===== src/design/srcp_pkg.sv =====
// Shared types and constants for the servo range calibrating positioner.
package srcp_pkg;

  // Field widths
  localparam int SAMPLE_W = 10;  // used bits of the converter reading
  localparam int SENSOR_W = 10;  // sensor_sample field width
  localparam int USE_W    = (SAMPLE_W < SENSOR_W) ? SAMPLE_W : SENSOR_W;
  localparam int ANGLE_W  = 8;
  localparam int HOLD_W   = 16;
  localparam int BEEP_W   = 3;
  localparam int MODE_W   = 2;

  // Divider sizing: dividend up to 2^SAMPLE_W
  localparam int DIV_W = SAMPLE_W + 1;
  localparam int CNT_W = $clog2(DIV_W);

  // Angle constants
  localparam logic [ANGLE_W-1:0] ANGLE_MID   = 8'd90;
  localparam logic [ANGLE_W-1:0] ANGLE_STEP  = 8'd5;
  localparam logic [ANGLE_W-1:0] ANGLE_TOP   = 8'd175;
  localparam logic [ANGLE_W-1:0] ANGLE_MAX   = 8'd180;
  localparam logic [ANGLE_W-1:0] MIN_RESET   = 8'd45;
  localparam logic [ANGLE_W-1:0] MAX_RESET   = 8'd135;
  localparam logic [HOLD_W-1:0]  LONG_RESET  = 16'd1000;

  typedef enum logic [MODE_W-1:0] {
    MODE_RUN = 2'd0,
    MODE_MIN = 2'd1,
    MODE_MAX = 2'd2
  } mode_t;

  typedef enum logic [BEEP_W-1:0] {
    BEEP_NONE  = 3'd0,
    BEEP_PRESS = 3'd1,
    BEEP_LONG  = 3'd2,
    BEEP_ENTER = 3'd3,
    BEEP_EXIT  = 3'd4
  } beep_t;

  typedef enum logic [2:0] {
    ST_IDLE,
    ST_DIV_SPAN,
    ST_DIV_SAMPLE,
    ST_MAP,
    ST_EMIT
  } state_t;

  // Controller to datapath
  typedef struct packed {
    logic accept;
    logic div_step;
    logic div_load_sample;
    logic map;
    logic emit;
  } ctrl_cmd_t;

  // Datapath to controller
  typedef struct packed {
    logic need_div;
    logic div_last;
    logic out_free;
  } ctrl_sts_t;

endpackage


===== src/design/srcp_in_if.sv =====
// Input channel: one tick word with button level and sensor sample.
interface srcp_in_if;
  logic                         valid;
  logic                         ready;
  logic                         button_level;
  logic [srcp_pkg::SENSOR_W-1:0] sensor_sample;

  modport source (output valid, output button_level, output sensor_sample, input ready);
  modport sink   (input valid, input button_level, input sensor_sample, output ready);
endinterface


===== src/design/srcp_out_if.sv =====
// Result channel: angle, LED, beep code, mode and fault per tick.
interface srcp_out_if;
  logic                        valid;
  logic                        ready;
  logic [srcp_pkg::ANGLE_W-1:0] servo_angle;
  logic                        led_on;
  logic [srcp_pkg::BEEP_W-1:0]  beep_code;
  logic [srcp_pkg::MODE_W-1:0]  mode_now;
  logic                        range_fault;

  modport source (output valid, output servo_angle, output led_on, output beep_code,
                  output mode_now, output range_fault, input ready);
  modport sink   (input valid, input servo_angle, input led_on, input beep_code,
                  input mode_now, input range_fault, output ready);
endinterface


===== src/design/srcp_ctrl.sv =====
// Controller state machine: sequences accept, the two divides, mapping and emit.
module srcp_ctrl (
  input  logic                clk,
  input  logic                rst_n,
  input  logic                in_valid,
  output logic                in_ready,
  input  srcp_pkg::ctrl_sts_t sts,
  output srcp_pkg::ctrl_cmd_t cmd
);

  srcp_pkg::state_t state_r, state_nxt;

  // State register
  always_ff @(posedge clk) begin
    if (!rst_n) begin
      state_r <= srcp_pkg::ST_IDLE;
    end else begin
      state_r <= state_nxt;
    end
  end

  // Next state
  always_comb begin
    state_nxt = state_r;
    unique case (state_r)
      srcp_pkg::ST_IDLE: begin
        if (in_valid) begin
          state_nxt = sts.need_div ? srcp_pkg::ST_DIV_SPAN : srcp_pkg::ST_EMIT;
        end
      end
      srcp_pkg::ST_DIV_SPAN: begin
        if (sts.div_last) state_nxt = srcp_pkg::ST_DIV_SAMPLE;
      end
      srcp_pkg::ST_DIV_SAMPLE: begin
        if (sts.div_last) state_nxt = srcp_pkg::ST_MAP;
      end
      srcp_pkg::ST_MAP: begin
        state_nxt = srcp_pkg::ST_EMIT;
      end
      srcp_pkg::ST_EMIT: begin
        if (sts.out_free) state_nxt = srcp_pkg::ST_IDLE;
      end
      default: begin
        state_nxt = srcp_pkg::ST_IDLE;
      end
    endcase
  end

  // Outputs
  always_comb begin
    cmd      = '0;
    in_ready = 1'b0;
    unique case (state_r)
      srcp_pkg::ST_IDLE: begin
        in_ready   = 1'b1;
        cmd.accept = in_valid;
      end
      srcp_pkg::ST_DIV_SPAN: begin
        cmd.div_step        = ~sts.div_last;
        cmd.div_load_sample = sts.div_last;
      end
      srcp_pkg::ST_DIV_SAMPLE: begin
        cmd.div_step = 1'b1;
      end
      srcp_pkg::ST_MAP: begin
        cmd.map = 1'b1;
      end
      srcp_pkg::ST_EMIT: begin
        cmd.emit = sts.out_free;
      end
      default: begin
        cmd = '0;
      end
    endcase
  end

endmodule


===== src/design/srcp_datapath.sv =====
// Datapath: button classifier, calibration state, shared divider, output register.
module srcp_datapath (
  input  logic                            clk,
  input  logic                            rst_n,
  input  logic                            cfg_wr_en,
  input  logic [srcp_pkg::HOLD_W-1:0]     cfg_wr_data,
  input  logic                            in_button_level,
  input  logic [srcp_pkg::SENSOR_W-1:0]   in_sensor_sample,
  input  logic                            out_ready,
  output logic                            out_valid,
  output logic [srcp_pkg::ANGLE_W-1:0]    out_servo_angle,
  output logic                            out_led_on,
  output logic [srcp_pkg::BEEP_W-1:0]     out_beep_code,
  output logic [srcp_pkg::MODE_W-1:0]     out_mode_now,
  output logic                            out_range_fault,
  input  srcp_pkg::ctrl_cmd_t             cmd,
  output srcp_pkg::ctrl_sts_t             sts
);

  localparam int DW = srcp_pkg::DIV_W;
  localparam int AW = srcp_pkg::ANGLE_W;
  localparam int HW = srcp_pkg::HOLD_W;

  // Architectural state
  logic [HW-1:0]     long_ticks_r;
  srcp_pkg::mode_t   mode_r, mode_nxt;
  logic [AW-1:0]     angle_r, angle_nxt;
  logic [AW-1:0]     min_r, min_nxt;
  logic [AW-1:0]     max_r, max_nxt;
  logic [HW-1:0]     hold_r, hold_nxt;
  logic              was_r, was_nxt;
  logic              long_r, long_nxt;

  // Pending result fields
  srcp_pkg::beep_t   beep_pend_r, beep_nxt;
  logic              fault_pend_r, fault_nxt;
  logic [srcp_pkg::USE_W-1:0] sample_r;

  // Divider
  logic [DW-1:0]     rem_r, quo_r, dvs_r;
  logic [srcp_pkg::CNT_W-1:0] cnt_r;
  logic [DW:0]       shifted;
  logic              ge;
  logic [DW-1:0]     rem_step, quo_step, dvs_sample;

  // Output register
  logic              out_valid_r;
  logic [AW-1:0]     out_angle_r;
  logic              out_led_r;
  logic [srcp_pkg::BEEP_W-1:0] out_beep_r;
  logic [srcp_pkg::MODE_W-1:0] out_mode_r;
  logic              out_fault_r;

  // Classifier and mode logic
  logic [HW-1:0]     thr, hold_inc;
  logic              ev_any, ev_long, map_req;
  logic [AW-1:0]     step_angle;
  logic [AW-1:0]     span;
  logic [AW:0]       map_sum_w;
  logic [DW:0]       map_sum;
  logic [AW-1:0]     map_angle;

  always_comb begin
    thr      = (long_ticks_r == '0) ? HW'(1) : long_ticks_r;
    hold_inc = (hold_r == {HW{1'b1}}) ? hold_r : hold_r + HW'(1);
    hold_nxt = hold_r;
    was_nxt  = was_r;
    long_nxt = long_r;
    beep_nxt = srcp_pkg::BEEP_NONE;
    ev_any   = 1'b0;
    ev_long  = 1'b0;
    // press timing
    if (in_button_level) begin
      if (!was_r) begin
        was_nxt  = 1'b1;
        hold_nxt = '0;
        long_nxt = 1'b0;
        beep_nxt = srcp_pkg::BEEP_PRESS;
      end else begin
        hold_nxt = hold_inc;
        if (!long_r && hold_inc >= thr) begin
          long_nxt = 1'b1;
          beep_nxt = srcp_pkg::BEEP_LONG;
        end
      end
    end else if (was_r) begin
      ev_any   = 1'b1;
      ev_long  = long_r;
      was_nxt  = 1'b0;
      long_nxt = 1'b0;
      hold_nxt = '0;
    end

    // mode handling
    mode_nxt   = mode_r;
    angle_nxt  = angle_r;
    min_nxt    = min_r;
    max_nxt    = max_r;
    map_req    = 1'b0;
    step_angle = angle_r;
    unique case (mode_r)
      srcp_pkg::MODE_MIN: begin
        if (ev_any) begin
          step_angle = (angle_r >= srcp_pkg::ANGLE_STEP) ? angle_r - srcp_pkg::ANGLE_STEP
                                                         : angle_r;
          min_nxt   = step_angle;
          angle_nxt = step_angle;
          if (ev_long) begin
            mode_nxt  = srcp_pkg::MODE_MAX;
            angle_nxt = srcp_pkg::ANGLE_MID;
          end
        end
      end
      srcp_pkg::MODE_MAX: begin
        if (ev_any) begin
          step_angle = (angle_r <= srcp_pkg::ANGLE_TOP) ? angle_r + srcp_pkg::ANGLE_STEP
                                                        : angle_r;
          max_nxt   = step_angle;
          angle_nxt = step_angle;
          if (ev_long) begin
            mode_nxt = srcp_pkg::MODE_RUN;
            beep_nxt = srcp_pkg::BEEP_EXIT;
            map_req  = 1'b1;
          end
        end
      end
      default: begin
        if (ev_long) begin
          mode_nxt  = srcp_pkg::MODE_MIN;
          angle_nxt = srcp_pkg::ANGLE_MID;
          beep_nxt  = srcp_pkg::BEEP_ENTER;
        end else begin
          mode_nxt = srcp_pkg::MODE_RUN;
          map_req  = 1'b1;
        end
      end
    endcase

    // empty range holds at the minimum
    fault_nxt = map_req && (max_nxt <= min_nxt);
    if (fault_nxt) angle_nxt = min_nxt;
    span = max_nxt - min_nxt;
  end

  // Divider step: one quotient bit per cycle
  always_comb begin
    shifted    = {rem_r, quo_r[DW-1]};
    ge         = shifted >= {1'b0, dvs_r};
    rem_step   = ge ? DW'(shifted - {1'b0, dvs_r}) : shifted[DW-1:0];
    quo_step   = {quo_r[DW-2:0], ge};
    dvs_sample = (quo_step == '0) ? DW'(1) : quo_step;
  end

  // Mapped angle with saturation
  always_comb begin
    map_sum_w = {1'b0, min_r};
    map_sum   = (DW+1)'(map_sum_w) + {1'b0, quo_r};
    map_angle = (map_sum > (DW+1)'(srcp_pkg::ANGLE_MAX)) ? srcp_pkg::ANGLE_MAX
                                                        : map_sum[AW-1:0];
  end

  // Control and calibration registers
  always_ff @(posedge clk) begin
    if (!rst_n) begin
      long_ticks_r <= srcp_pkg::LONG_RESET;
      mode_r       <= srcp_pkg::MODE_RUN;
      angle_r      <= srcp_pkg::ANGLE_MID;
      min_r        <= srcp_pkg::MIN_RESET;
      max_r        <= srcp_pkg::MAX_RESET;
      hold_r       <= '0;
      was_r        <= 1'b0;
      long_r       <= 1'b0;
      out_valid_r  <= 1'b0;
    end else begin
      if (cfg_wr_en) long_ticks_r <= cfg_wr_data;
      if (cmd.accept) begin
        mode_r  <= mode_nxt;
        angle_r <= angle_nxt;
        min_r   <= min_nxt;
        max_r   <= max_nxt;
        hold_r  <= hold_nxt;
        was_r   <= was_nxt;
        long_r  <= long_nxt;
      end else if (cmd.map) begin
        angle_r <= map_angle;
      end
      if (cmd.emit) begin
        out_valid_r <= 1'b1;
      end else if (out_ready) begin
        out_valid_r <= 1'b0;
      end
    end
  end

  // Pending fields, divider and output payload
  always_ff @(posedge clk) begin
    if (cmd.accept) begin
      beep_pend_r  <= beep_nxt;
      fault_pend_r <= fault_nxt;
      sample_r     <= in_sensor_sample[srcp_pkg::USE_W-1:0];
      // first divide: 2^SAMPLE_W / span
      rem_r <= '0;
      quo_r <= {1'b1, {srcp_pkg::SAMPLE_W{1'b0}}};
      dvs_r <= DW'(span);
      cnt_r <= '0;
    end else if (cmd.div_load_sample) begin
      // second divide: sample / first quotient
      rem_r <= '0;
      quo_r <= DW'(sample_r);
      dvs_r <= dvs_sample;
      cnt_r <= '0;
    end else if (cmd.div_step) begin
      rem_r <= rem_step;
      quo_r <= quo_step;
      cnt_r <= cnt_r + srcp_pkg::CNT_W'(1);
    end
    if (cmd.emit) begin
      out_angle_r <= angle_r;
      out_led_r   <= (mode_r == srcp_pkg::MODE_MIN) || (mode_r == srcp_pkg::MODE_MAX);
      out_beep_r  <= beep_pend_r;
      out_mode_r  <= mode_r;
      out_fault_r <= fault_pend_r;
    end
  end

  // Status
  assign sts.need_div = map_req && !fault_nxt;
  assign sts.div_last = (cnt_r == srcp_pkg::CNT_W'(DW - 1));
  assign sts.out_free = !out_valid_r || out_ready;

  assign out_valid       = out_valid_r;
  assign out_servo_angle = out_angle_r;
  assign out_led_on      = out_led_r;
  assign out_beep_code   = out_beep_r;
  assign out_mode_now    = out_mode_r;
  assign out_range_fault = out_fault_r;

endmodule


===== src/design/servo_range_calibrating_positioner.sv =====
// Servo range calibrating positioner: top level joining controller and datapath.
// A tick that needs no divide goes from acceptance straight to emit; a mapped run
//   tick first runs the shared one-bit-per-cycle divider twice (range divisor, then
//   sample quotient), then maps the angle before emit.
// Throughput: one tick at a time; the next tick is taken while the last word waits.
// Reset: synchronous active-low rst_n restores run mode, angle 90, range 45..135, 1000 ticks.
module servo_range_calibrating_positioner (
  input  logic                          clk,
  input  logic                          rst_n,
  input  logic                          cfg_wr_en,
  input  logic [srcp_pkg::HOLD_W-1:0]   cfg_wr_data,
  srcp_in_if.sink                       in_ch,
  srcp_out_if.source                    out_ch
);

  srcp_pkg::ctrl_cmd_t cmd;
  srcp_pkg::ctrl_sts_t sts;

  // Sequencer
  srcp_ctrl u_ctrl (
    .clk      (clk),
    .rst_n    (rst_n),
    .in_valid (in_ch.valid),
    .in_ready (in_ch.ready),
    .sts      (sts),
    .cmd      (cmd)
  );

  // Datapath
  srcp_datapath u_dp (
    .clk              (clk),
    .rst_n            (rst_n),
    .cfg_wr_en        (cfg_wr_en),
    .cfg_wr_data      (cfg_wr_data),
    .in_button_level  (in_ch.button_level),
    .in_sensor_sample (in_ch.sensor_sample),
    .out_ready        (out_ch.ready),
    .out_valid        (out_ch.valid),
    .out_servo_angle  (out_ch.servo_angle),
    .out_led_on       (out_ch.led_on),
    .out_beep_code    (out_ch.beep_code),
    .out_mode_now     (out_ch.mode_now),
    .out_range_fault  (out_ch.range_fault),
    .cmd              (cmd),
    .sts              (sts)
  );

endmodule


===== src/flat_wrapper.sv =====
// flat-port wrapper written by rule: the top's interface ports become plain ports
module servo_range_calibrating_positioner_flat 
  (clk, rst_n, cfg_wr_en, cfg_wr_data, in_ch_valid, in_ch_button_level, in_ch_sensor_sample, in_ch_ready, out_ch_valid, out_ch_servo_angle, out_ch_led_on, out_ch_beep_code, out_ch_mode_now, out_ch_range_fault, out_ch_ready);
  srcp_in_if in_ch_i ();
  srcp_out_if out_ch_i ();
  input  logic clk;
  input  logic rst_n;
  input  logic cfg_wr_en;
  input  logic [srcp_pkg::HOLD_W-1:0] cfg_wr_data;
  input wire logic [$bits(in_ch_i.valid)-1:0] in_ch_valid;
  input wire logic [$bits(in_ch_i.button_level)-1:0] in_ch_button_level;
  input wire logic [$bits(in_ch_i.sensor_sample)-1:0] in_ch_sensor_sample;
  output wire logic [$bits(in_ch_i.ready)-1:0] in_ch_ready;
  output wire logic [$bits(out_ch_i.valid)-1:0] out_ch_valid;
  output wire logic [$bits(out_ch_i.servo_angle)-1:0] out_ch_servo_angle;
  output wire logic [$bits(out_ch_i.led_on)-1:0] out_ch_led_on;
  output wire logic [$bits(out_ch_i.beep_code)-1:0] out_ch_beep_code;
  output wire logic [$bits(out_ch_i.mode_now)-1:0] out_ch_mode_now;
  output wire logic [$bits(out_ch_i.range_fault)-1:0] out_ch_range_fault;
  input wire logic [$bits(out_ch_i.ready)-1:0] out_ch_ready;
  assign in_ch_i.valid = in_ch_valid;
  assign in_ch_i.button_level = in_ch_button_level;
  assign in_ch_i.sensor_sample = in_ch_sensor_sample;
  assign in_ch_ready = in_ch_i.ready;
  assign out_ch_valid = out_ch_i.valid;
  assign out_ch_servo_angle = out_ch_i.servo_angle;
  assign out_ch_led_on = out_ch_i.led_on;
  assign out_ch_beep_code = out_ch_i.beep_code;
  assign out_ch_mode_now = out_ch_i.mode_now;
  assign out_ch_range_fault = out_ch_i.range_fault;
  assign out_ch_i.ready = out_ch_ready;
  servo_range_calibrating_positioner u_core (.clk(clk), .rst_n(rst_n), .cfg_wr_en(cfg_wr_en), .cfg_wr_data(cfg_wr_data), .in_ch(in_ch_i), .out_ch(out_ch_i));
endmodule

===== config.mk =====
export PLATFORM = sky130hd
export DESIGN_NAME = servo_range_calibrating_positioner_flat
export DESIGN_NICKNAME = d
export VERILOG_FILES = /design/src/design/srcp_pkg.sv /design/src/design/srcp_in_if.sv /design/src/design/srcp_out_if.sv /design/src/design/srcp_ctrl.sv /design/src/design/srcp_datapath.sv /design/src/design/servo_range_calibrating_positioner.sv /design/src/flat_wrapper.sv
export SDC_FILE = /design/constraint.sdc
export NUM_CORES = 1
export LEC_CHECK = 0
export BUFFER_PORTS_ARGS = -buffer_cell sky130_fd_sc_hd__buf_4
export CORE_MARGIN = 2
export CORE_UTILIZATION = 40
export CTS_CLUSTER_SIZE = 25
export DETAILED_ROUTE_END_ITERATION = 6
export PLACE_DENSITY_LB_ADDON = 0.15
export SETUP_SLACK_MARGIN = 0.02
export SYNTH_ARGS = -nofsm -noshare
export SYNTH_HDL_FRONTEND = slang
export SYNTH_SLANG_ARGS = --single-unit

===== constraint.sdc =====
create_clock -name clk -period 5.7 [get_ports clk]
set_clock_uncertainty 0.2 [all_clocks]
set_input_delay 0.285 -clock clk [delete_from_list [all_inputs] [get_ports clk]]
set_output_delay 0.285 -clock clk [all_outputs]
set_load 0.1 [all_outputs]

==> Yosys cells after proc, flatten, opt, wreduce, memory -nomap -nowiden <==
Index checks and enable logic that the tools add are counted.
{ "totals": {"out_inout_bits": 17, "word_cells": 145, "reg_bits": 130, "input_bits": 32} }
{ "classes": {"reduce_logical": 22, "n_bitwise": 1, "n_eq_ne": 20, "n_addsub": 7, "mux": 66, "order_cmp": 6} }
{ "op_table": {"columns": ["cell", "count"], "rows": [
  ["$mux W8", 16],
  ["$mux W16", 5],
  ["$mux W11", 4],
  ["$mux W3", 8],
  ["$mux W1", 20],
  ["$add A16 B1 Y16 const B", 1],
  ["$eq A16 B16 Y1 const B", 1],
  ["$ge A16 B16 Y1", 1],
  ["$logic_not A16 Y1", 1],
  ["$ne A2 B2 Y1 const B", 8],
  ["$pmux W8 S2", 1],
  ["$pmux W3 S5", 1],
  ["$mux W2", 7],
  ["$add A8 B11 Y12", 1],
  ["$ge A12 B11 Y1", 1],
  ["$gt A12 B8 Y1 const B", 1],
  ["$logic_not A11 Y1", 1],
  ["$sub A11 B11 Y11", 1],
  ["$reduce_bool A2 Y1", 5],
  ["$add A8 B3 Y8 const B", 1],
  ["$ge A8 B3 Y1 const B", 1],
  ["$le A8 B8 Y1", 1],
  ["$le A8 B8 Y1 const B", 1],
  ["$ne A4 B4 Y1 const B", 2],
  ["other kinds (24)", 32]
]} }

==> Depth between registers and ports, before layout <==
Gate-level depths: netlist of the first run.
{ "logic_depth": {"ltp_word": 11, "depth_mapped": 20, "depth_no_buf": 18} }

==> Modules after synthesis <==
Synthesis of the first run repeated with hierarchy kept, for this count alone.
{ "unflattened": {"hier_cells": 920, "area_unflattened_um2": 8154.1} }
{ "modules_own_cells": {"columns": ["module", "seq_area_each_um2", "area_each_um2", "instances", "cells_per_inst"], "rows": [
  ["srcp_datapath", 2912.8, 7941.4, 1, 895],
  ["srcp_ctrl", 60.1, 212.7, 1, 25]
]} }

==> Worst setup path before layout of the first run <==
No wires, ideal clock.
{ "synth_path": {"kind": "reg2reg", "from": "reg u_core.u_ctrl.state_r[1]", "to": "reg u_core.u_dp.dvs_r[0], data pin", "path_buffers": 3, "arrival_time_ps": 4191, "path_slack_ps": 1023, "period_less_slack_ps": 4677, "required_time_ps": 5213, "stages_incl_launch_ff": 8, "setup_time_ps": 287, "path_cell_list": "dfxtp_1 -> clkbuf_1 -> nor3_1 -> nand2_2 -> inv_1 -> clkbuf_1 -> clkbuf_1 -> a21oi_1"} }
{ "synth_rtl": {"columns": ["item", "line", "rtl"], "rows": [
  ["from (decl)", "srcp_ctrl.sv:11", "srcp_pkg::state_t state_r, state_nxt;"],
  ["from (signal assigned)", "srcp_ctrl.sv:16", "state_r <= srcp_pkg::ST_IDLE;"],
  ["from (signal assigned)", "srcp_ctrl.sv:18", "state_r <= state_nxt;"],
  ["to (signal assigned)", "srcp_datapath.sv:204", "dvs_r <= DW'(span);"],
  ["to (signal assigned)", "srcp_datapath.sv:210", "dvs_r <= dvs_sample;"],
  ["to (decl)", "srcp_datapath.sv:40", "logic [DW-1:0] rem_r, quo_r, dvs_r;"]
]} }

==> Final worst setup path of the first run <==
{ "layout_path": {"from": "reg u_core.u_dp.angle_r[0]", "to": "reg u_core.u_dp.angle_r[0]"} }
{ "layout_between": {"elab_chain_cells": 8, "elab_cells_between_ends": 22, "cone_classes": "2 x add/sub; 3 x order compare; 3 x eq/ne; 12 x mux; 2 x reduce/logical"} }
{ "layout_lines": {"columns": ["item", "line", "rtl"], "rows": [
  ["from (decl)", "srcp_datapath.sv:27", "logic [AW-1:0] angle_r, angle_nxt;"],
  ["from (signal assigned)", "srcp_datapath.sv:167", "angle_r <= srcp_pkg::ANGLE_MID;"],
  ["from (signal assigned)", "srcp_datapath.sv:178", "angle_r <= angle_nxt;"],
  ["from (signal assigned)", "srcp_datapath.sv:185", "angle_r <= map_angle;"],
  ["$add A8 B3 Y8 (tied with other cells)", "srcp_datapath.sv:116", "step_angle = (angle_r <= srcp_pkg::ANGLE_TOP) ? angle_r + srcp_pkg::ANGLE_STEP"],
  ["$mux W8, on equally long branches", "srcp_datapath.sv:116, srcp_datapath.sv:104", null],
  ["$mux W8, on equally long branches", "srcp_datapath.sv:115, srcp_datapath.sv:103", null],
  ["$mux W8", "srcp_datapath.sv:101", "unique case (mode_r)"],
  ["$le A8 B8 Y1", "srcp_datapath.sv:140", "fault_nxt = map_req && (max_nxt <= min_nxt);"],
  ["$logic_and A1 B1 Y1", "srcp_datapath.sv:140", null],
  ["$ne A5 B5 Y1 (no source line) (tied with other cells)", null, null],
  ["$reduce_and A4 Y1 (no source line) or $mux W8 (tied branches)", null, null]
]} }
Parallel ways exist; a longest one is shown, timed or not. The select of a mux whose other input is x is not followed.
A chain may end at the register's enable or synchronous reset.

==> results of run 1 <==
## how the worst min path moves through the flow
stage                                     startpoint  cells after the start                            to  slack (ns)
after floorplan               in_ch_sensor_sample[0]                      0       u_core.u_dp.sample_r[0]        0.18
after global placement    u_core.u_dp.beep_pend_r[0]                      0  u_core.u_dp.out_beep_code[0]        0.21
after detailed placement  u_core.u_dp.beep_pend_r[0]                      0  u_core.u_dp.out_beep_code[0]        0.21
after CTS                                      rst_n                      2          u_core.u_dp.max_r[2]        0.01
after global routing                           rst_n                      2          u_core.u_dp.max_r[2]        0.03
final                                          rst_n                      2          u_core.u_dp.max_r[2]        0.02
## registers in the layout, summed over array words and instances (netlist names), 3 cells and up
register,count
u_core.u_dp.hold_r,16
u_core.u_dp.long_ticks_r,16
u_core.u_dp.dvs_r,11
u_core.u_dp.quo_r,11
u_core.u_dp.rem_r,11
u_core.u_dp.sample_r,10
u_core.u_dp.angle_r,8
u_core.u_dp.max_r,8
u_core.u_dp.min_r,8
u_core.u_dp.out_servo_angle,8
u_core.u_dp.cnt_r,4
u_core.u_ctrl.state_r,3
u_core.u_dp.beep_pend_r,3
u_core.u_dp.out_beep_code,3
## repair_timing
action	in CTS	in global routing
hold buffers	28	0
buffers inserted	0	0
endpoints found under the hold margin	28	0
## layout by cell type (no fill, tap or decap), types with 7 or more instances in the layout
cell type and count:
buf_4 55, a31oi_1 7, o22ai_1 7, xor2_1 11, mux2_2 7, nand2b_1 11, inv_1 51, mux2i_1 33
nand3_1 20, o21ai_0 56, nor4_1 9, a21o_1 13, clkbuf_16 18, a211oi_1 17, dlygate4sd3_1 28, a21oi_1 73
nor2b_1 7, nor3_1 25, nor2_1 87, nand2_1 89, dfxtp_1 93, o211ai_1 15, edfxtp_1 37, ha_1 51
xnor2_1 29, nand4_1 11
## metal layers
metal,up-vias,wire length [µm],part of all wire,global-route usage
met2,113,10000,0.48,0.340
met3,36,723,0.035,0.0388
met1,3197,9580,0.46,0.254
met4,0,484,0.023,0.0718
met5,-,0,0,0
li1,3468,-,-,-
## final cells by class
cell class	count	area (µm²)
fillers	1984	10600
multi-input cells	697	4670
flip-flops and latches	130	2970
repair buffers	83	693
clock buffers	19	454
well taps	270	338
inverters	53	199
clock inverters	13	114
## kinds of logic after synthesis
logic type / after synthesis
buffers and inverters: 106
XOR/XNOR: 40
AO/OA/AOI/OAI: 259
multiplexers: 41
adder cells (fa/ha/maj): 54
AND/OR/NAND/NOR: 303
flip-flops: 130
## stage by stage
stage / power (mW) / worst slack [ns] / hold slack [ns]
after global routing: 4.63 / 0.519 / 0.0299
after CTS: 4.34 / 0.989 / 0.00990
after global placement: 3.26 / 1.11 / 0.210
after floorplan: 2.80 / 1.02 / 0.184
after detailed placement: 3.25 / 1.03 / 0.215
final: 4.30 / 0.936 / 0.0168
## cell usage after synthesis (13+ instances only)
cell,n
nand3_1,20
nand2_1,89
ha_1,51
nor3_1,25
xnor2_1,29
nor2_1,87
mux2i_1,33
inv_1,51
edfxtp_1,37
clkbuf_1,38
o21ai_0,56
a21oi_1,73
a211oi_1,17
a21o_1,13
dfxtp_1,93
o211ai_1,15
## where the power goes
part / internal [mW] / switching [mW]
registers: 1.16 / 0.179
clock network: 0.598 / 0.456
logic: 0.772 / 1.13
==> impl_metrics.toml, run 1 <==
[outcome]
status = "finished, final reports clean"

[setup_path]
worstReg2RegStart = "u_core.u_dp.angle_r[0]"
endpoint = "u_core.u_dp.angle_r[0]"
required_ns = 5.81
r2r_end = "u_core.u_dp.angle_r[0]"
endpoint_kind = "register"
crit_type = "register to register"
r2r_setup_slack_ns = 0.94
cp_slowest_cell = "o21ai_2"
path_delay_family = "compound AO/OA/AOI/OAI gates"
critPathLaunch = "u_core.u_dp.angle_r[0]"
cp_max_fo = 17
cp.depth = 15
cp-start-kind = "register"
rr_worst_depth = 15
crit_arrival_ns = 4.87
crit_buf_inv = 1
critPathMaxStageDelay_ns = 0.57
crit_path_cell_trace = "inv_1 > ha_1 > or2b_2 > a211oi_4 > mux2_4 > nor2_1 > a21oi_4 > fa_1 > a211oi_1 > o21ai_0 > nand3_1 > nor2_1 > o21ai_2 > nand3_1 > o221a_2"

[timing]
slew_viol_final = 0
finalCritPeriodShare = 0.836
setup_violations = 0
rsz0062_at_grt = "false"
fin_crit_ns = 4.76
tns_ns = 0
worstMarginPinSlew_ns = 1.03
max-slew-margin-rel = 0.315
hold_viol = 0
fmax_mhz = 210

[synthesis]
ys_seq_area_frac = 0.366
synth_area_leaders = "dfxtp_1 (23%), edfxtp_1 (14%), ha_1 (7.9%)"
muxShareOfSynthArea = 0.0523
synth_edf_count = 37
synth-simple-area-share = 0.184
synth_fp_nets = 1019
synthXorXnorAreaFrac = 0.0432
async_flop_share = 0
yosys.area.top_type_share = 0.229
synth_adder_area_share = 0.0860
ys_types = 86
synth_top_family_by_area = "compound AO/OA/AOI/OAI gates"
synth_area_mm2 = 0.00812
syn-mean-instance-area_um2 = 8.70
yosys.area.top_type = "dfxtp_1"
netlist_instances = 933
synthFlopType = "dfxtp_1"
synth-compound-area-share = 0.209
ys_ff_latch = 130
yosysWarnings = 0

[floorplanning]
dieArea_mm2 = 0.0214
rows = 52
die_w_um = 146
ios = 49
start_util = 0.405
die_h_um = 146
core_mm2 = 0.0200

[job]
cap_violations = 0

[clock_tree]
cts_buffer_depth = 2
clk_latency_ns = 0.42
cts.sinks = 130
postCtsResizedCells = 0
h-tree-depth = 4
clk_pin_slew_ns = 0.06
cts-buffers-inserted = 17
root_buffer = "clkbuf_16"
cts_tree = "yes"

[cells_and_area]
antenna_cells = 0
fin_cells = 1265
final_design_area_no_fill_mm2 = 0.00944
fin_nets = 1068
drive_gt1_frac = 0.127
syn2layout_area_growth_pct = 16.3
utilization = 0.471

[power_and_ir_drop]
powerDensity_mw_per_mm2 = 456
ir_drop_mv = 0.202
cellLeakagePower_nw = 3.92

[detailed_routing]
vias = 6814
ant_nets = 0
via_per_inst = 5.39
drt_pre_antenna_iters = 5
post_drt_wl_per_cell_um = 16.4
drc = 0
drtIter0Drc = 414
finalWirelength_mm = 20.8

[global_route]
grtUsageTotal = 0.200
grt_antenna_before_repair = 0
grt_start_max_net_pins = 54
grt_pass1_wl_mm = 34.3
overflow = 0
grt_pass1_vias = 6589

[worst_hold_path]
hold_path_class = "primary input to register"

[placement]
dpl.cell_count = 1205
gp_congestion = 0.878
place_area_mm2 = 0.00859
port_buffers = 48
dp.final_hpwl_mm = 15.1
Power figures use the tool's default switching activity.
==> run 2, diff against run 1 <==
==> constraint.sdc (replaced) <==
create_clock -name clk -period 4.6 [get_ports clk]
set_clock_uncertainty 0.2 [all_clocks]
set_input_delay 0.23 -clock clk [delete_from_list [all_inputs] [get_ports clk]]
set_output_delay 0.23 -clock clk [all_outputs]
set_load 0.1 [all_outputs]
==> run 2 against run 1 <==
Power rose by 27%. Maximum frequency rose by 11%. Wire length rose by 2.4%. Critical path type unchanged.
==> impl_metrics.toml, run 2 (synthesized netlist as in run 1, its figures left out) <==
[clock_tree]
cts.sinks = 130
cts_tree = "yes"
clk_pin_slew_ns = 0.06
cts-buffers-inserted = 17
cts_buffer_depth = 2
h-tree-depth = 4
root_buffer = "clkbuf_16"
clk_latency_ns = 0.43

[floorplanning]
core_mm2 = 0.0200
start_util = 0.405
rows = 52
die_w_um = 146
dieArea_mm2 = 0.0214
die_h_um = 146
ios = 49

[timing]
worstMarginPinSlew_ns = 1.20
fin_crit_ns = 4.29
fmax_mhz = 233
hold_viol = 0
slew_viol_final = 0
setup_ws_ns = 0.307
finalCritPeriodShare = 0.933
max-slew-margin-rel = 0.200
setup_violations = 0
tns_ns = 0
rsz0062_at_grt = "false"

[worst_hold_path]
min_to = "u_core.u_dp.long_ticks_r[1]"
whs_path_depth = 3
hold_path_class = "primary input to register"
worstHoldStart = "cfg_wr_en"

[cells_and_area]
syn2layout_area_growth_pct = 18.8
largestRegisters = "u_core.u_dp.hold_r: 16 flops, u_core.u_dp.long_ticks_r: 16 flops"
fill_cells = 1953
final_common_cell = "dfxtp_1"
fin_nets = 1086
final_cell_mix = "dfxtp_1 (93), nand2_1 (89), nor2_1 (87)"
drive_gt1_frac = 0.137

[detailed_routing]
via_per_inst = 5.46
drt_pre_antenna_iters = 5
post_drt_wl_per_cell_um = 16.6
drtIter0Drc = 491
vias = 7008
ant_nets = 0
finalWirelength_mm = 21.3
drc = 0

[outcome]
status = "finished, final reports clean"

[power_and_ir_drop]
powerDensity_mw_per_mm2 = 566
ir_drop_mv = 0.261
cellLeakagePower_nw = 4.01

[setup_path]
crit_type = "register to register"
worstReg2RegStart = "u_core.u_dp.angle_r[0]"
crit_arrival_ns = 4.45
r2r_setup_slack_ns = 0.31
cp_max_fo = 11
required_ns = 4.76
rr_worst_depth = 17
r2r_end = "u_core.u_dp.angle_r[1]"
cp-start-kind = "register"
endpoint_kind = "register"

[global_route]
grt_start_max_net_pins = 45
grt_pass1_wl_mm = 34.5
grt_antenna_before_repair = 1
overflow = 0
grt_pass1_vias = 6646
grtUsageTotal = 0.202

[placement]
dp.final_hpwl_mm = 15.4
place_ws_ns = 0.328
gp_congestion = 0.935
port_buffers = 48

[job]
cap_violations = 0
## run 2: cell count changes in the layout (fill, tap and decap cells not counted), sizes merged
cell | before | now
diode | 0 | 1
clkbuf | 19 | 21
dlygate4sd3 | 28 | 35
inv | 62 | 58
bufinv | 0 | 1
buf | 55 | 66
clkinvlp | 0 | 1
## run 2: worst max-delay path: stages (launching register included)
cell and delay [ns]:
dfxtp_1 0.31, inv_1 0.10, ha_1 0.28, or2b_2 0.36, a211oi_4 0.40, mux2_4 0.35, nor2_1 0.18, a21oi_4 0.07
fa_1 0.47, a211oi_2 0.26, o21ai_0 0.12, nand3_1 0.18, o21ai_4 0.12, inv_2 0.19, a211oi_2 0.05, a211o_2 0.31
o311a_1 0.13, o21ai_1 0.12
## run 2: how the worst max path moves through the flow
| stage | endpoint | from | cells after the start | slack, ns |
|---|---|---|---|---|
| 6_report | u_core.u_dp.angle_r[1] | u_core.u_dp.angle_r[0] | 17 | 0.31 |
| 5_1_grt | u_core.u_dp.angle_r[1] | u_core.u_dp.angle_r[0] | 17 | 0.06 |
| 4_1_cts | u_core.u_dp.angle_r[1] | u_core.u_dp.angle_r[0] | 17 | 0.27 |
| 3_5_place_dp | u_core.u_dp.angle_r[1] | u_core.u_dp.angle_r[1] | 17 | 0.33 |
| 3_3_place_gp | u_core.u_dp.angle_r[1] | u_core.u_dp.angle_r[1] | 17 | 0.40 |
| 2_1_floorplan | u_core.u_dp.angle_r[1] | u_core.u_dp.angle_r[0] | 18 | 0.56 |
## run 2: timing repair
item / 4_1_cts / 5_1_grt
hold buffers: 35 / 0
setup buffers: 0 / 0
resized for setup: 0 / 1
hold endpoints to repair: 40 / 0
endpoints found under the setup margin: 0 / 2
## run 2: layout make-up
| type | count | area [µm²] | share of cell area |
|---|---|---|---|
| Antenna cell | 1 | 2.50 | 0.000260 |
| Clock buffer | 21 | 493 | 0.0511 |
| Clock inverter | 11 | 114 | 0.0118 |
| Inverter | 53 | 199 | 0.0206 |
| Multi-Input combinational cell | 697 | 4680 | 0.485 |
| Sequential cell | 130 | 2970 | 0.308 |
| Tap cell | 270 | 338 | 0.0350 |
| Timing Repair Buffer | 101 | 846 | 0.0877 |
## run 2: layer usage
metal,share of wire,GRT usage,vias to the layer above
li1,-,-,3512
met1,0.46,0.262,3317
met2,0.48,0.331,146
met3,0.031,0.0369,33
met4,0.028,0.0893,0
met5,0,0,-
## run 2: report_power, final
| group | leakage, nW | switching [mW] | internal (mW) |
|---|---|---|---|
| registers | 1.11 | 0.201 | 1.44 |
| logic | 2.60 | 1.45 | 0.981 |
| clock network | 0.297 | 0.551 | 0.833 |
| total | 4.01 | 2.20 | 3.26 |
## run 2: per-stage QoR
step / power [mW] / hold WS, ns / instance area, µm² / std cells / util
2_1_floorplan: 3.47 / 0.129 / 8120 / 933 / -
3_3_place_gp: 4.06 / 0.204 / 8680 / 1216 / 0.433
3_5_place_dp: 4.05 / 0.205 / 8680 / 1216 / 0.433
4_1_cts: 5.48 / 0.0503 / 9630 / 1283 / 0.481
5_1_grt: 5.82 / 0.0572 / 9640 / 1284 / 0.481
6_report: 5.46 / 0.0628 / 9640 / 1284 / 0.481
==> run 3, diff against run 2 <==
--- a/config.mk
+++ b/config.mk
@@ -6,6 +6,7 @@
 export NUM_CORES = 1
 export LEC_CHECK = 0
 export BUFFER_PORTS_ARGS = -buffer_cell sky130_fd_sc_hd__buf_4
+export CORE_ASPECT_RATIO = 2
 export CORE_MARGIN = 2
 export CORE_UTILIZATION = 40
 export CTS_CLUSTER_SIZE = 25
==> run 3 against run 2 <==
Setup slack improved by 0.041 ns. Critical endpoint unchanged. Via count increased by 0.50%. Utilization about the same. First-iteration DRC count shrank 40%. Critical path type unchanged.
==> impl_metrics.toml, run 3 (synthesized netlist as in run 1, its figures left out) <==
[setup_path]
cp_max_fo = 11
cp_slowest_cell = "fa_1"
crit_path_cell_trace = "inv_1 > ha_1 > or2b_2 > a211oi_4 > mux2_4 > nor2_1 > a21oi_4 > fa_1 > a211oi_1 > o21ai_0 > nand3_1 > o21ai_4 > inv_2 > a211oi_2 > a211o_2 > o311a_1 > o21ai_1"
crit_buf_inv = 2
path_delay_family = "compound AO/OA/AOI/OAI gates"
crit_arrival_ns = 4.40
critPathMaxStageDelay_ns = 0.46
endpoint_kind = "register"
crit_type = "register to register"
cp-start-kind = "register"
required_ns = 4.75

[global_route]
grt_pass1_vias = 7186
grtUsageTotal = 0.227
overflow = 0
grt_pass1_wl_mm = 37.4
grt_start_max_net_pins = 38
grt_antenna_before_repair = 0

[detailed_routing]
ant_nets = 0
post_drt_wl_per_cell_um = 18.7
drtIter0Drc = 295
finalWirelength_mm = 23.9
drc = 0
vias = 7043
drt_pre_antenna_iters = 4
via_per_inst = 5.51

[clock_tree]
clk_latency_ns = 0.42
cts-buffers-inserted = 17
cts_tree = "yes"
root_buffer = "clkbuf_16"
postCtsResizedCells = 0
clk_pin_slew_ns = 0.06
h-tree-depth = 4
cts.sinks = 130
cts_buffer_depth = 2

[timing]
tns_ns = 0
setup_ws_ns = 0.348
fmax_mhz = 235
whs_ns = 0.0668
finalCritPeriodShare = 0.924
setup_violations = 0
fin_crit_ns = 4.25
max-slew-margin-rel = 0.470
slew_viol_final = 0
hold_viol = 0
rsz0062_at_grt = "false"
worstMarginPinSlew_ns = 0.794

[power_and_ir_drop]
powerDensity_mw_per_mm2 = 563
comb_power_share = 0.461
p_int_mw = 3.16
power_mw = 5.39
cellLeakagePower_nw = 4.00
ir_drop_mv = 0.352
p_sw_mw = 2.24
switching_share = 0.415
seqPwrFrac = 0.308
clockPowerShare = 0.232

[floorplanning]
die_w_um = 105
core_mm2 = 0.0199
start_util = 0.408
dieArea_mm2 = 0.0215
die_h_um = 205
rows = 73
ios = 49

[cells_and_area]
final_design_area_no_fill_mm2 = 0.00958
final_cell_mix = "dfxtp_1 (93), nand2_1 (89), nor2_1 (87)"
drive_gt1_frac = 0.138
fill_cells = 2019
largestRegisters = "u_core.u_dp.hold_r: 16 flops, u_core.u_dp.long_ticks_r: 16 flops"
fin_cells = 1279
antenna_cells = 0
fin_nets = 1090
final_common_cell = "dfxtp_1"
utilization = 0.481
syn2layout_area_growth_pct = 18.0

[worst_hold_path]
hold_path_class = "primary input to register"

[placement]
place_area_mm2 = 0.00870
dpl.cell_count = 1212
place_ws_ns = 0.371
gp_congestion = 0.892
port_buffers = 48
dp.final_hpwl_mm = 18.3

[outcome]
status = "finished, final reports clean"

[job]
cap_violations = 0
==> run 3: changes by cell type in the layout (fill, tap and decap cells not counted), sizes merged <==
cell / delta
clkinv: +3
clkbuf: +1
inv: -3
bufinv: -1
diode: -1
buf: +4
==> run 3: worst reg2reg max path, cell delays in order, from the launching register on <==
cell      delay [ns]
dfxtp_1         0.35
inv_1           0.10
ha_1            0.16
or2b_2          0.34
a211oi_4        0.38
mux2_4          0.35
nor2_1          0.17
a21oi_4         0.07
fa_1            0.46
a211oi_1        0.34
o21ai_0         0.14
nand3_1         0.17
o21ai_4         0.13
inv_2           0.19
a211oi_2        0.05
a211o_2         0.31
o311a_1         0.13
o21ai_1         0.13
==> run 3: metal layers <==
metal | track usage | share of wire | up-vias
li1 | - | - | 3523
met1 | 0.193 | 0.33 | 3320
met2 | 0.470 | 0.58 | 132
met3 | 0.0257 | 0.020 | 68
met4 | 0.159 | 0.065 | 0
met5 | 0 | 0 | -
==> run 3: area by class of cell <==
class	instances	area, µm²	share of cell area
multi-input cells	697	4670	0.488
flip-flops and latches	130	2970	0.310
repair buffers	105	876	0.0914
clock buffers	22	475	0.0496
well taps	262	328	0.0342
inverters	53	199	0.0208
clock inverters	10	56.3	0.00588
==> run 3: power groups by stage <==
stage                     clock (mW)  combinational (mW)  sequential, mW
after floorplan                    0                1.86            1.61
after detailed placement           0                2.46            1.68
after CTS                       1.27                2.50            1.66
final                           1.25                2.49            1.66
after global placement             0                2.44            1.68
after global routing            1.31                2.76            1.68
==> run 3: path summary, 6_finish.rpt <==
kind,from,end,slack (ns),depth (start not counted)
setup reg to reg,u_core.u_dp.angle_r[0],u_core.u_dp.angle_r[1],0.35,17
hold / removal,cfg_wr_en,u_core.u_dp.long_ticks_r[10],0.07,3
hold reg to reg,u_core.u_dp.beep_pend_r[0],u_core.u_dp.out_beep_code[0],0.22,0
setup / recovery,u_core.u_dp.angle_r[0],u_core.u_dp.angle_r[1],0.35,17
==> run 3: repair_timing <==
action	4_1_cts	5_1_grt
setup buffers	0	0
hold buffers	35	0
endpoints found under the hold margin	39	0
